`src/swtq_pkg.sv`:
```
// Shared types and constants for the sorted wake-up timer queue.
package swtq_pkg;

  localparam int unsigned TIME_W      = 48;
  localparam int unsigned TID_W       = 8;
  localparam int unsigned DUR_W       = 32;
  localparam int unsigned KIND_W      = 2;
  localparam int unsigned EVT_W       = 2;
  localparam int unsigned DEPTH_DEF   = 16;
  localparam int unsigned S_TDATA_W   = 88;  // now, thread_id, duration
  localparam int unsigned M_TDATA_W   = 56;  // woken_thread, next_deadline

  typedef logic [TIME_W-1:0] time_t;

  // Request kinds; the fourth code is unused and only reports the deadline.
  typedef enum logic [KIND_W-1:0] {
    KIND_SLEEP = 2'd0,
    KIND_SLICE = 2'd1,
    KIND_TICK  = 2'd2
  } kind_e;

  typedef enum logic [EVT_W-1:0] {
    EVT_WAKE     = 2'd0,
    EVT_EXPIRED  = 2'd1,
    EVT_DEADLINE = 2'd2,
    EVT_OVERFLOW = 2'd3
  } evt_e;

  // Controller to datapath commands.
  typedef struct packed {
    logic load_item;
    logic set_slice;
    logic clr_slice;
    logic ins_init;
    logic rd_en;
    logic rd_head;
    logic rd_back2;
    logic wr_shift;
    logic wr_new;
    logic pop;
    logic emit;
    evt_e emit_evt;
    logic emit_last;
  } dp_cmd_t;

  // Datapath to controller status.
  typedef struct packed {
    logic [KIND_W-1:0] kind;
    logic              count_zero;
    logic              full;
    logic              idx_zero;
    logic              idx_one;
    logic              ins_shift;
    logic              pop_ok;
    logic              slice_expired;
    logic              out_free;
  } dp_sts_t;

endpackage

```
`src/sorted_wakeup_timer_queue.sv`:
```
// Top level of the sorted wake-up timer queue: controller plus datapath.
//
//   channel  | direction | tuser       | tdata (low bit up)                    | tlast
//   s_axis   | in        | kind[1:0]   | now[47:0], thread_id[55:48],          | -
//            |           |             | duration[87:56]                       |
//   m_axis   | out       | event_res   | woken_thread[7:0], next_deadline[55:8]| last
//
// One request at a time. A request is taken while idle and then dispatched by kind.
// A sleep request walks from the tail toward its slot, one compare and shift per
// entry that it passes, bounded by the single RAM read port.
// A tick reads the head, then compares and pops, once for each woken entry.
// Each result leaves through one output register, the closing one carrying the
// next deadline; a stalled m_axis holds the controller in place.
// Reset empties the queue and clears the timeslice; the entry RAM needs no clear.
module sorted_wakeup_timer_queue #(
  parameter int unsigned QUEUE_DEPTH = swtq_pkg::DEPTH_DEF
) (
  input  logic                               clk_i,
  input  logic                               rst_ni,
  input  logic                               s_axis_tvalid,
  output logic                               s_axis_tready,
  input  logic [swtq_pkg::S_TDATA_W-1:0]     s_axis_tdata,  // now, thread_id, duration
  input  logic [swtq_pkg::KIND_W-1:0]        s_axis_tuser,  // kind
  output logic                               m_axis_tvalid,
  input  logic                               m_axis_tready,
  output logic [swtq_pkg::M_TDATA_W-1:0]     m_axis_tdata,  // woken_thread, next_deadline
  output logic [swtq_pkg::EVT_W-1:0]         m_axis_tuser,  // event_res
  output logic                               m_axis_tlast   // last
);
  import swtq_pkg::*;

  dp_cmd_t           cmd;
  dp_sts_t           sts;
  logic [TID_W-1:0]  woken_thread;
  time_t             next_deadline;

  // Controller: sequence insert walk, pops and result emission.
  swtq_ctrl u_ctrl (
    .clk_i     (clk_i),
    .rst_ni    (rst_ni),
    .s_valid_i (s_axis_tvalid),
    .s_ready_o (s_axis_tready),
    .sts_i     (sts),
    .cmd_o     (cmd)
  );

  // Datapath: unpack the request fields straight from the stream.
  swtq_dp #(
    .QUEUE_DEPTH (QUEUE_DEPTH)
  ) u_dp (
    .clk_i           (clk_i),
    .rst_ni          (rst_ni),
    .kind_i          (s_axis_tuser),
    .now_i           (s_axis_tdata[TIME_W-1:0]),
    .thread_id_i     (s_axis_tdata[TIME_W+TID_W-1:TIME_W]),
    .duration_i      (s_axis_tdata[TIME_W+TID_W+DUR_W-1:TIME_W+TID_W]),
    .cmd_i           (cmd),
    .sts_o           (sts),
    .out_valid_o     (m_axis_tvalid),
    .out_ready_i     (m_axis_tready),
    .event_res_o     (m_axis_tuser),
    .woken_thread_o  (woken_thread),
    .next_deadline_o (next_deadline),
    .last_o          (m_axis_tlast)
  );

  // Pack the result payload, thread id in the low byte.
  assign m_axis_tdata = {next_deadline, woken_thread};

endmodule

```
`src/swtq_ram.sv`:
```
// Generic single-write, single-read RAM with registered read data.
module swtq_ram #(
  parameter int unsigned WIDTH = 8,
  parameter int unsigned DEPTH = 16
) (
  input  logic                     clk_i,
  input  logic                     we_i,
  input  logic [$clog2(DEPTH)-1:0] waddr_i,
  input  logic [WIDTH-1:0]         wdata_i,
  input  logic                     re_i,
  input  logic [$clog2(DEPTH)-1:0] raddr_i,
  output logic [WIDTH-1:0]         rdata_o
);

  logic [WIDTH-1:0] mem_q [DEPTH];
  logic [WIDTH-1:0] rdata_q;

  always_ff @(posedge clk_i) begin
    if (we_i) begin
      mem_q[waddr_i] <= wdata_i;
    end
    if (re_i) begin
      rdata_q <= mem_q[raddr_i];
    end
  end

  assign rdata_o = rdata_q;

endmodule

```
`src/swtq_ctrl.sv`:
```
// Controller state machine for the sorted wake-up timer queue.
module swtq_ctrl (
  input  logic              clk_i,
  input  logic              rst_ni,
  input  logic              s_valid_i,
  output logic              s_ready_o,
  input  swtq_pkg::dp_sts_t sts_i,
  output swtq_pkg::dp_cmd_t cmd_o
);
  import swtq_pkg::*;

  typedef enum logic [3:0] {
    ST_IDLE, ST_DISPATCH, ST_INS_CHK, ST_INS_CMP, ST_OVF, ST_EXPIRE,
    ST_POP_RD, ST_POP_CMP, ST_NEXT_RD, ST_NEXT_EMIT
  } state_e;

  state_e state_q, state_d;

  always_comb begin
    state_d   = state_q;
    cmd_o     = '0;
    cmd_o.emit_evt = EVT_DEADLINE;
    s_ready_o = 1'b0;
    unique case (state_q)
      ST_IDLE: begin
        s_ready_o = 1'b1;
        if (s_valid_i) begin
          cmd_o.load_item = 1'b1;
          state_d = ST_DISPATCH;
        end
      end
      ST_DISPATCH: begin
        unique case (sts_i.kind)
          KIND_SLEEP: begin
            if (sts_i.full) begin
              state_d = ST_OVF;
            end else begin
              cmd_o.ins_init = 1'b1;
              state_d = ST_INS_CHK;
            end
          end
          KIND_SLICE: begin
            cmd_o.set_slice = 1'b1;
            state_d = ST_NEXT_RD;
          end
          KIND_TICK: begin
            state_d = sts_i.slice_expired ? ST_EXPIRE : ST_POP_RD;
          end
          default: state_d = ST_NEXT_RD;
        endcase
      end
      ST_INS_CHK: begin
        if (sts_i.idx_zero) begin
          cmd_o.wr_new = 1'b1;
          state_d = ST_NEXT_RD;
        end else begin
          cmd_o.rd_en = 1'b1;
          state_d = ST_INS_CMP;
        end
      end
      ST_INS_CMP: begin
        if (sts_i.ins_shift) begin
          cmd_o.wr_shift = 1'b1;
          if (sts_i.idx_one) begin
            state_d = ST_INS_CHK;
          end else begin
            cmd_o.rd_en    = 1'b1;
            cmd_o.rd_back2 = 1'b1;
          end
        end else begin
          cmd_o.wr_new = 1'b1;
          state_d = ST_NEXT_RD;
        end
      end
      ST_OVF: begin
        if (sts_i.out_free) begin
          cmd_o.emit     = 1'b1;
          cmd_o.emit_evt = EVT_OVERFLOW;
          state_d = ST_NEXT_RD;
        end
      end
      ST_EXPIRE: begin
        if (sts_i.out_free) begin
          cmd_o.emit      = 1'b1;
          cmd_o.emit_evt  = EVT_EXPIRED;
          cmd_o.clr_slice = 1'b1;
          state_d = ST_POP_RD;
        end
      end
      ST_POP_RD: begin
        if (sts_i.count_zero) begin
          state_d = ST_NEXT_EMIT;
        end else begin
          cmd_o.rd_en   = 1'b1;
          cmd_o.rd_head = 1'b1;
          state_d = ST_POP_CMP;
        end
      end
      ST_POP_CMP: begin
        if (!sts_i.pop_ok) begin
          state_d = ST_NEXT_EMIT;
        end else if (sts_i.out_free) begin
          cmd_o.emit     = 1'b1;
          cmd_o.emit_evt = EVT_WAKE;
          cmd_o.pop      = 1'b1;
          state_d = ST_POP_RD;
        end
      end
      ST_NEXT_RD: begin
        cmd_o.rd_en   = !sts_i.count_zero;
        cmd_o.rd_head = 1'b1;
        state_d = ST_NEXT_EMIT;
      end
      ST_NEXT_EMIT: begin
        if (sts_i.out_free) begin
          cmd_o.emit      = 1'b1;
          cmd_o.emit_evt  = EVT_DEADLINE;
          cmd_o.emit_last = 1'b1;
          state_d = ST_IDLE;
        end
      end
      default: state_d = ST_IDLE;
    endcase
  end

  always_ff @(posedge clk_i or negedge rst_ni) begin
    if (!rst_ni) begin
      state_q <= ST_IDLE;
    end else begin
      state_q <= state_d;
    end
  end

endmodule

```
`src/swtq_dp.sv`:
```
// Datapath: circular entry store, counters, deadline and result register.
module swtq_dp #(
  parameter int unsigned QUEUE_DEPTH = swtq_pkg::DEPTH_DEF
) (
  input  logic                            clk_i,
  input  logic                            rst_ni,
  input  logic [swtq_pkg::KIND_W-1:0]     kind_i,
  input  logic [swtq_pkg::TIME_W-1:0]     now_i,
  input  logic [swtq_pkg::TID_W-1:0]      thread_id_i,
  input  logic [swtq_pkg::DUR_W-1:0]      duration_i,
  input  swtq_pkg::dp_cmd_t               cmd_i,
  output swtq_pkg::dp_sts_t               sts_o,
  output logic                            out_valid_o,
  input  logic                            out_ready_i,
  output logic [swtq_pkg::EVT_W-1:0]      event_res_o,
  output logic [swtq_pkg::TID_W-1:0]      woken_thread_o,
  output logic [swtq_pkg::TIME_W-1:0]     next_deadline_o,
  output logic                            last_o
);
  import swtq_pkg::*;

  localparam int unsigned AW = $clog2(QUEUE_DEPTH);
  localparam int unsigned CW = $clog2(QUEUE_DEPTH + 1);
  localparam int unsigned EW = TIME_W + TID_W;
  localparam logic [CW:0] DEPTH_W = (CW + 1)'(QUEUE_DEPTH);
  localparam logic [AW-1:0] LAST_SLOT = AW'(QUEUE_DEPTH - 1);

  logic [AW-1:0]     head_q, head_d;
  logic [CW-1:0]     count_q, count_d;
  logic [CW-1:0]     idx_q, idx_d;
  time_t             slice_q, slice_d;
  time_t             now_q, wt_q, limit_q;
  logic [TID_W-1:0]  tid_q;
  logic              dur_zero_q;
  logic [KIND_W-1:0] kind_q;

  logic              out_valid_q;
  logic [EVT_W-1:0]  out_evt_q;
  logic [TID_W-1:0]  out_tid_q;
  time_t             out_dl_q;
  logic              out_last_q;

  logic [TIME_W:0]   wt_sum;
  time_t             wt_sat, limit_sat;
  logic [CW-1:0]     rd_logical;
  logic [AW-1:0]     raddr, waddr;
  logic [EW-1:0]     wdata, rdata;
  time_t             rd_time, next_dl, head_time;
  logic [TID_W-1:0]  rd_tid, emit_tid;
  logic              out_free;

  // Logical slot to physical address, wrapping once past the end.
  function automatic logic [AW-1:0] to_phys(input logic [AW-1:0] h,
                                            input logic [CW-1:0] l);
    logic [CW:0] s;
    s = {{(CW + 1 - AW){1'b0}}, h} + {1'b0, l};
    if (s >= DEPTH_W) begin
      s = s - DEPTH_W;
    end
    return s[AW-1:0];
  endfunction

  // Saturating sums, worked out once when the request is taken.
  assign wt_sum    = {1'b0, now_i} + {{(TIME_W + 1 - DUR_W){1'b0}}, duration_i};
  assign wt_sat    = wt_sum[TIME_W] ? '1 : wt_sum[TIME_W-1:0];
  assign limit_sat = (now_i == '1) ? now_i : now_i + TIME_W'(1);

  assign rd_logical = cmd_i.rd_head  ? '0 :
                      cmd_i.rd_back2 ? idx_q - CW'(2) : idx_q - CW'(1);
  assign raddr = to_phys(head_q, rd_logical);
  assign waddr = to_phys(head_q, idx_q);
  assign wdata = cmd_i.wr_new ? {tid_q, wt_q} : rdata;

  swtq_ram #(
    .WIDTH (EW),
    .DEPTH (QUEUE_DEPTH)
  ) u_ram (
    .clk_i   (clk_i),
    .we_i    (cmd_i.wr_new | cmd_i.wr_shift),
    .waddr_i (waddr),
    .wdata_i (wdata),
    .re_i    (cmd_i.rd_en),
    .raddr_i (raddr),
    .rdata_o (rdata)
  );

  assign rd_time = rdata[TIME_W-1:0];
  assign rd_tid  = rdata[EW-1:TIME_W];

  // Sooner of queue head and deadline; a zero head time counts as none.
  always_comb begin
    head_time = (count_q != '0) ? rd_time : '0;
    next_dl   = head_time;
    if (slice_q != '0 && (head_time == '0 || slice_q < head_time)) begin
      next_dl = slice_q;
    end
  end

  assign out_free = !out_valid_q || out_ready_i;

  always_comb begin
    unique case (cmd_i.emit_evt)
      EVT_WAKE:     emit_tid = rd_tid;
      EVT_OVERFLOW: emit_tid = tid_q;
      default:      emit_tid = '0;
    endcase
  end

  always_comb begin
    head_d  = head_q;
    count_d = count_q;
    idx_d   = idx_q;
    slice_d = slice_q;
    if (cmd_i.ins_init) begin
      idx_d = count_q;
    end
    if (cmd_i.wr_shift) begin
      idx_d = idx_q - CW'(1);
    end
    if (cmd_i.wr_new) begin
      count_d = count_q + CW'(1);
    end
    if (cmd_i.pop) begin
      count_d = count_q - CW'(1);
      head_d  = (head_q == LAST_SLOT) ? '0 : head_q + AW'(1);
    end
    if (cmd_i.set_slice) begin
      slice_d = dur_zero_q ? '0 : wt_q;
    end
    if (cmd_i.clr_slice) begin
      slice_d = '0;
    end
  end

  always_ff @(posedge clk_i or negedge rst_ni) begin
    if (!rst_ni) begin
      head_q      <= '0;
      count_q     <= '0;
      idx_q       <= '0;
      slice_q     <= '0;
      out_valid_q <= 1'b0;
    end else begin
      head_q  <= head_d;
      count_q <= count_d;
      idx_q   <= idx_d;
      slice_q <= slice_d;
      if (cmd_i.emit) begin
        out_valid_q <= 1'b1;
      end else if (out_ready_i) begin
        out_valid_q <= 1'b0;
      end
    end
  end

  always_ff @(posedge clk_i) begin
    if (cmd_i.load_item) begin
      kind_q     <= kind_i;
      now_q      <= now_i;
      tid_q      <= thread_id_i;
      wt_q       <= wt_sat;
      limit_q    <= limit_sat;
      dur_zero_q <= (duration_i == '0);
    end
    if (cmd_i.emit) begin
      out_evt_q  <= cmd_i.emit_evt;
      out_tid_q  <= emit_tid;
      out_dl_q   <= (cmd_i.emit_evt == EVT_DEADLINE) ? next_dl : '0;
      out_last_q <= cmd_i.emit_last;
    end
  end

  assign sts_o.kind          = kind_q;
  assign sts_o.count_zero    = (count_q == '0);
  assign sts_o.full          = (count_q == CW'(QUEUE_DEPTH));
  assign sts_o.idx_zero      = (idx_q == '0);
  assign sts_o.idx_one       = (idx_q == CW'(1));
  assign sts_o.ins_shift     = (rd_time >= wt_q);
  assign sts_o.pop_ok        = (rd_time <= limit_q);
  assign sts_o.slice_expired = (slice_q != '0) && (now_q > slice_q);
  assign sts_o.out_free      = out_free;

  assign out_valid_o     = out_valid_q;
  assign event_res_o     = out_evt_q;
  assign woken_thread_o  = out_tid_q;
  assign next_deadline_o = out_dl_q;
  assign last_o          = out_last_q;

  a_count_bound: assert property (@(posedge clk_i) disable iff (!rst_ni)
    count_q <= CW'(QUEUE_DEPTH))
    else $error("entry count above queue depth");

  a_insert_room: assert property (@(posedge clk_i) disable iff (!rst_ni)
    cmd_i.wr_new |=> count_q != '0 && $past(count_q) < CW'(QUEUE_DEPTH))
    else $error("insert into a full queue");

  a_pop_nonempty: assert property (@(posedge clk_i) disable iff (!rst_ni)
    cmd_i.pop |-> count_q != '0 && rd_time <= limit_q)
    else $error("pop of an empty queue or an entry not yet due");

  a_emit_free: assert property (@(posedge clk_i) disable iff (!rst_ni)
    cmd_i.emit |-> out_free)
    else $error("result register overwritten before it was taken");

endmodule
```
`config.mk`:
```
export PLATFORM = sky130hd
export DESIGN_NAME = sorted_wakeup_timer_queue
export DESIGN_NICKNAME = d
export VERILOG_FILES = /design/src/swtq_pkg.sv /design/src/sorted_wakeup_timer_queue.sv /design/src/swtq_ram.sv /design/src/swtq_ctrl.sv /design/src/swtq_dp.sv
export SDC_FILE = /design/constraint.sdc
export NUM_CORES = 2
export LEC_CHECK = 0
export BUFFER_PORTS_ARGS = -buffer_cell sky130_fd_sc_hd__buf_2
export CORE_ASPECT_RATIO = 1.25
export CORE_UTILIZATION = 70
export CTS_BUF_LIST = sky130_fd_sc_hd__clkbuf_8
export DETAILED_ROUTE_END_ITERATION = 10
export HOLD_SLACK_MARGIN = 0.15
export PLACE_DENSITY = 0.88
export SETUP_SLACK_MARGIN = 0.3
export SYNTH_ARGS = -nofsm -noshare
export SYNTH_HDL_FRONTEND = slang
export SYNTH_SLANG_ARGS = --single-unit
```
`constraint.sdc`:
```
create_clock -name clk_i -period 11.3 [get_ports clk_i]
set_input_delay 1.695 -clock clk_i [delete_from_list [all_inputs] [get_ports clk_i]]
set_output_delay 1.695 -clock clk_i [all_outputs]
set_load 0.01 [all_outputs]
```
==> results.py <==
metrics = {
    "sta": {
        "rsz0062_at_grt": "false",
        "fin_ws_ns": 3.722,
        "fin_tns_setup_ns": 0,
        "fmax_ghz": 0.1320,
        "clock_skew_ns": 0.04557,
        "fin_crit_ns": 7.578,
        "worstMarginPinSlew_ns": 1.289,
        "drv_slew": 0,
        "hold_viol_final": 0,
        "setup_violations": 0,
        "relSlewSlack_pct": 13.27,
        "post-route-period-util_pct": 67.06,
    },
    "die": {
        "rows": 117,
        "dieArea_um2": 83480,
        "io_pins": 155,
        "start_util_pct": 70.67,
        "dieWidth_um": 258.6,
        "core_area_um2": 81540,
        "die_y_um": 322.8,
    },
    "cts": {
        "cts_buffer_depth": 3,
        "cts.repair.resized": 0,
        "cts_tree": "yes",
        "worstSkewPairLatency_ns": 0.87,
        "cts.htree.levels": 4,
        "cts_hold_repair.buffers": 0,
        "cts_buffers": 175,
        "clock-root-buffer": "clkbuf_8",
        "cts_sinks": 1233,
        "clkTransAtPathRegs_ns": 0.07,
        "cts_setup_buffers": 0,
    },
    "hold_path": {
        "hp-class": "reg2reg",
    },
    "worst_setup_path": {
        "reg2reg_slack_ns": 3.72,
        "crit_arrival_ns": 8.13,
        "crit_type": "reg2reg",
        "endpoint_kind": "flip-flop",
        "worstPathRequired_ns": 11.85,
        "crit_fanout": 136,
        "critPathLaunchType": "flip-flop",
    },
    "placed_design": {
        "gp_congestion": 1.012,
        "port_buffers": 154,
        "dpl-instance-area_um2": 59900,
        "dp_slack_ns": 4.066,
        "hpwl_um": 96270,
    },
    "flow_run": {
        "maxCapViolations": 0,
    },
    "logic_synthesis": {
        "yosys.area_share.adder_pct": 5.371,
        "synth_seq_cells": 1233,
        "synthSimpleGateAreaFrac_pct": 6.731,
        "synthesis.nets": 4126,
        "syn-cell-area_um2": 57630,
        "async_flop_share_pct": 5.434,
        "synthMuxAreaShare_pct": 11.24,
        "synth-edff-count": 1166,
        "synth_top_family_by_area": "multiplexers",
        "synth_sequential_area_ratio_pct": 63.67,
        "ys.warnings.count": 0,
        "synth_compound_area_share_pct": 8.607,
        "ys.flop_type": "edfxtp_1",
        "ys_types": 83,
        "synth_area_per_cell_um2": 15.22,
        "synthCells": 3787,
        "synth_xor_area_share_pct": 1.290,
    },
    "detailed_routing": {
        "drt_first_pass_iters": 6,
        "via_per_inst": 7.433,
        "route.detailed.drc": 0,
        "drt_iter0_drc": 6042,
        "wire_per_inst_um": 32.07,
        "routed_wl_um": 168100,
        "drtAntennaViolNets": 0,
        "num_vias": 38973,
    },
    "final_layout": {
        "synthToLayoutAreaGrowth_pct": 9.701,
        "layout.nets": 4361,
        "multi_input_area_um2": 19420,
        "final_common_cell": "edfxtp_1",
        "final_area_um2": 63220,
        "final_cell_mix": "1166 x edfxtp_1, 297 x inv_1, 264 x nand2_1, 240 x ha_1, 224 x mux4_2",
        "drive_gt1_share_pct": 21.41,
        "register_area_um2": 36690,
        "final.fill_count": 4152,
    },
    "global_route": {
        "antenna_found_initial": 5,
        "grt-ovfl-total": 0,
        "grtUsageTotal_pct": 40.61,
        "grt_pass1_wl_um": 244000,
        "grt_pass1_vias": 38826,
        "grt_max_degree": 137,
    },
    "power": {
        "ir_drop_v": 0.0005412,
        "leakagePower_nw": 23.26,
        "pwr_density_cell_nw_per_um2": 347.4,
        "p_total_mw": 21.96,
    },
    "run_status": {
        "status": "complete, no violations",
    },
}
## synthesized netlist by cell type, types with 24 or more instances
library cell | instances | area, um^2
a21o_1 | 62 | 465.5
a21oi_1 | 163 | 815.8
a221oi_2 | 51 | 765.7
a22o_1 | 97 | 849.6
a32oi_1 | 54 | 473.0
and3_1 | 24 | 150.1
buf_2 | 57 | 285.3
clkbuf_1 | 101 | 379.1
dfrtp_1 | 67 | 1677
edfxtp_1 | 1166 | 35010
ha_1 | 241 | 3015
inv_1 | 235 | 882.1
mux2_2 | 73 | 822.0
mux2i_1 | 61 | 610.6
mux4_2 | 224 | 5045
nand2_1 | 264 | 991.0
nand3_1 | 54 | 270.3
nand4_1 | 171 | 1070
nor2_1 | 96 | 360.4
nor2b_1 | 26 | 162.7
nor3_1 | 30 | 150.1
nor4_1 | 42 | 262.8
o21ai_0 | 112 | 560.5
xnor2_1 | 48 | 420.4
xor2_1 | 35 | 306.5
## area by class of cell
cell class                      instances  share of cell area, %
Multi-Input combinational cell       2122                  30.72
Clock inverter                        137                  1.128
Sequential cell                      1233                  58.04
Timing Repair Buffer                  255                  2.478
Antenna cell                            1               0.003958
Inverter                              235                  1.395
Clock buffer                          189                  4.115
Tap cell                             1071                  2.120
## registers in the layout, summed over array words and instances, names as in the netlist, 48 cells and up
name and count:
u_dp.slice_q 48, u_dp.limit_q 48, u_dp.u_ram.mem_q 896, u_dp.now_q 48, u_dp.wt_q 48, u_dp.next_deadline_o 48
u_dp.u_ram.rdata_o 56
## through the flow
step	hold slack (ns)	util, %	std cells
5_1_grt	0.5019	77.53	5243
3_3_place_gp	0.4734	73.46	4916
6_report	0.4817	77.53	5243
3_5_place_dp	0.4791	73.46	4916
2_1_floorplan	0.4680	-	3787
4_1_cts	0.4776	77.53	5242
## power by group
group / internal (mW) / leakage, nW / total, mW / switching [mW]
registers: 6.42 / 11.4 / 7.02 / 0.595
logic: 4.62 / 9.91 / 11.6 / 6.93
clock network: 1.64 / 1.92 / 3.39 / 1.75
## worst paths after layout
kind / startpoint / end / cells past startpoint
min in group asynchronous: rst_ni / u_dp.slice_q[5] / 1
max: u_dp.u_ram.rdata_o[0] / u_dp.u_ram.rdata_o[12] / 18
max in group asynchronous: rst_ni / u_dp.slice_q[31] / 2
min: u_dp.wt_q[46] / u_dp.slice_q[46] / 1
max reg2reg: u_dp.u_ram.rdata_o[0] / u_dp.u_ram.rdata_o[12] / 18
min reg2reg: u_dp.wt_q[46] / u_dp.slice_q[46] / 1
## kinds of logic after synthesis
kind of cell	after synthesis
flops	1233
xor+xnor	84
simple gates	767
buf+inv	432
mux	358
compound gates	668
fa+ha+maj	245
## worst max-delay path: stages, from the launching register on
cell and delay (ns):
edfxtp_1 0.67, inv_1 0.19, ha_1 0.24, nor2b_1 0.13, o21ai_0 0.19, a21oi_1 0.10, o31ai_1 0.87, a211oi_2 0.27
nor3_1 0.62, xnor2_1 0.20, nor2_1 0.10, ha_4 0.20, fa_4 1.20, buf_12 0.60, mux4_2 0.46, mux2i_1 0.39
nand4_1 0.16, a32oi_1 0.34, a221oi_2 0.10
## metal layers
metal | global-route usage [%] | up-vias | wire length (um)
li1 | - | 15579 | -
met5 | 0 | - | 36
met4 | 26.14 | 6 | 11720
met3 | 10.81 | 844 | 24000
met2 | 63.29 | 3880 | 78610
met1 | 50.77 | 18664 | 53790
Note: power is estimated with default switching activity, not from simulation.
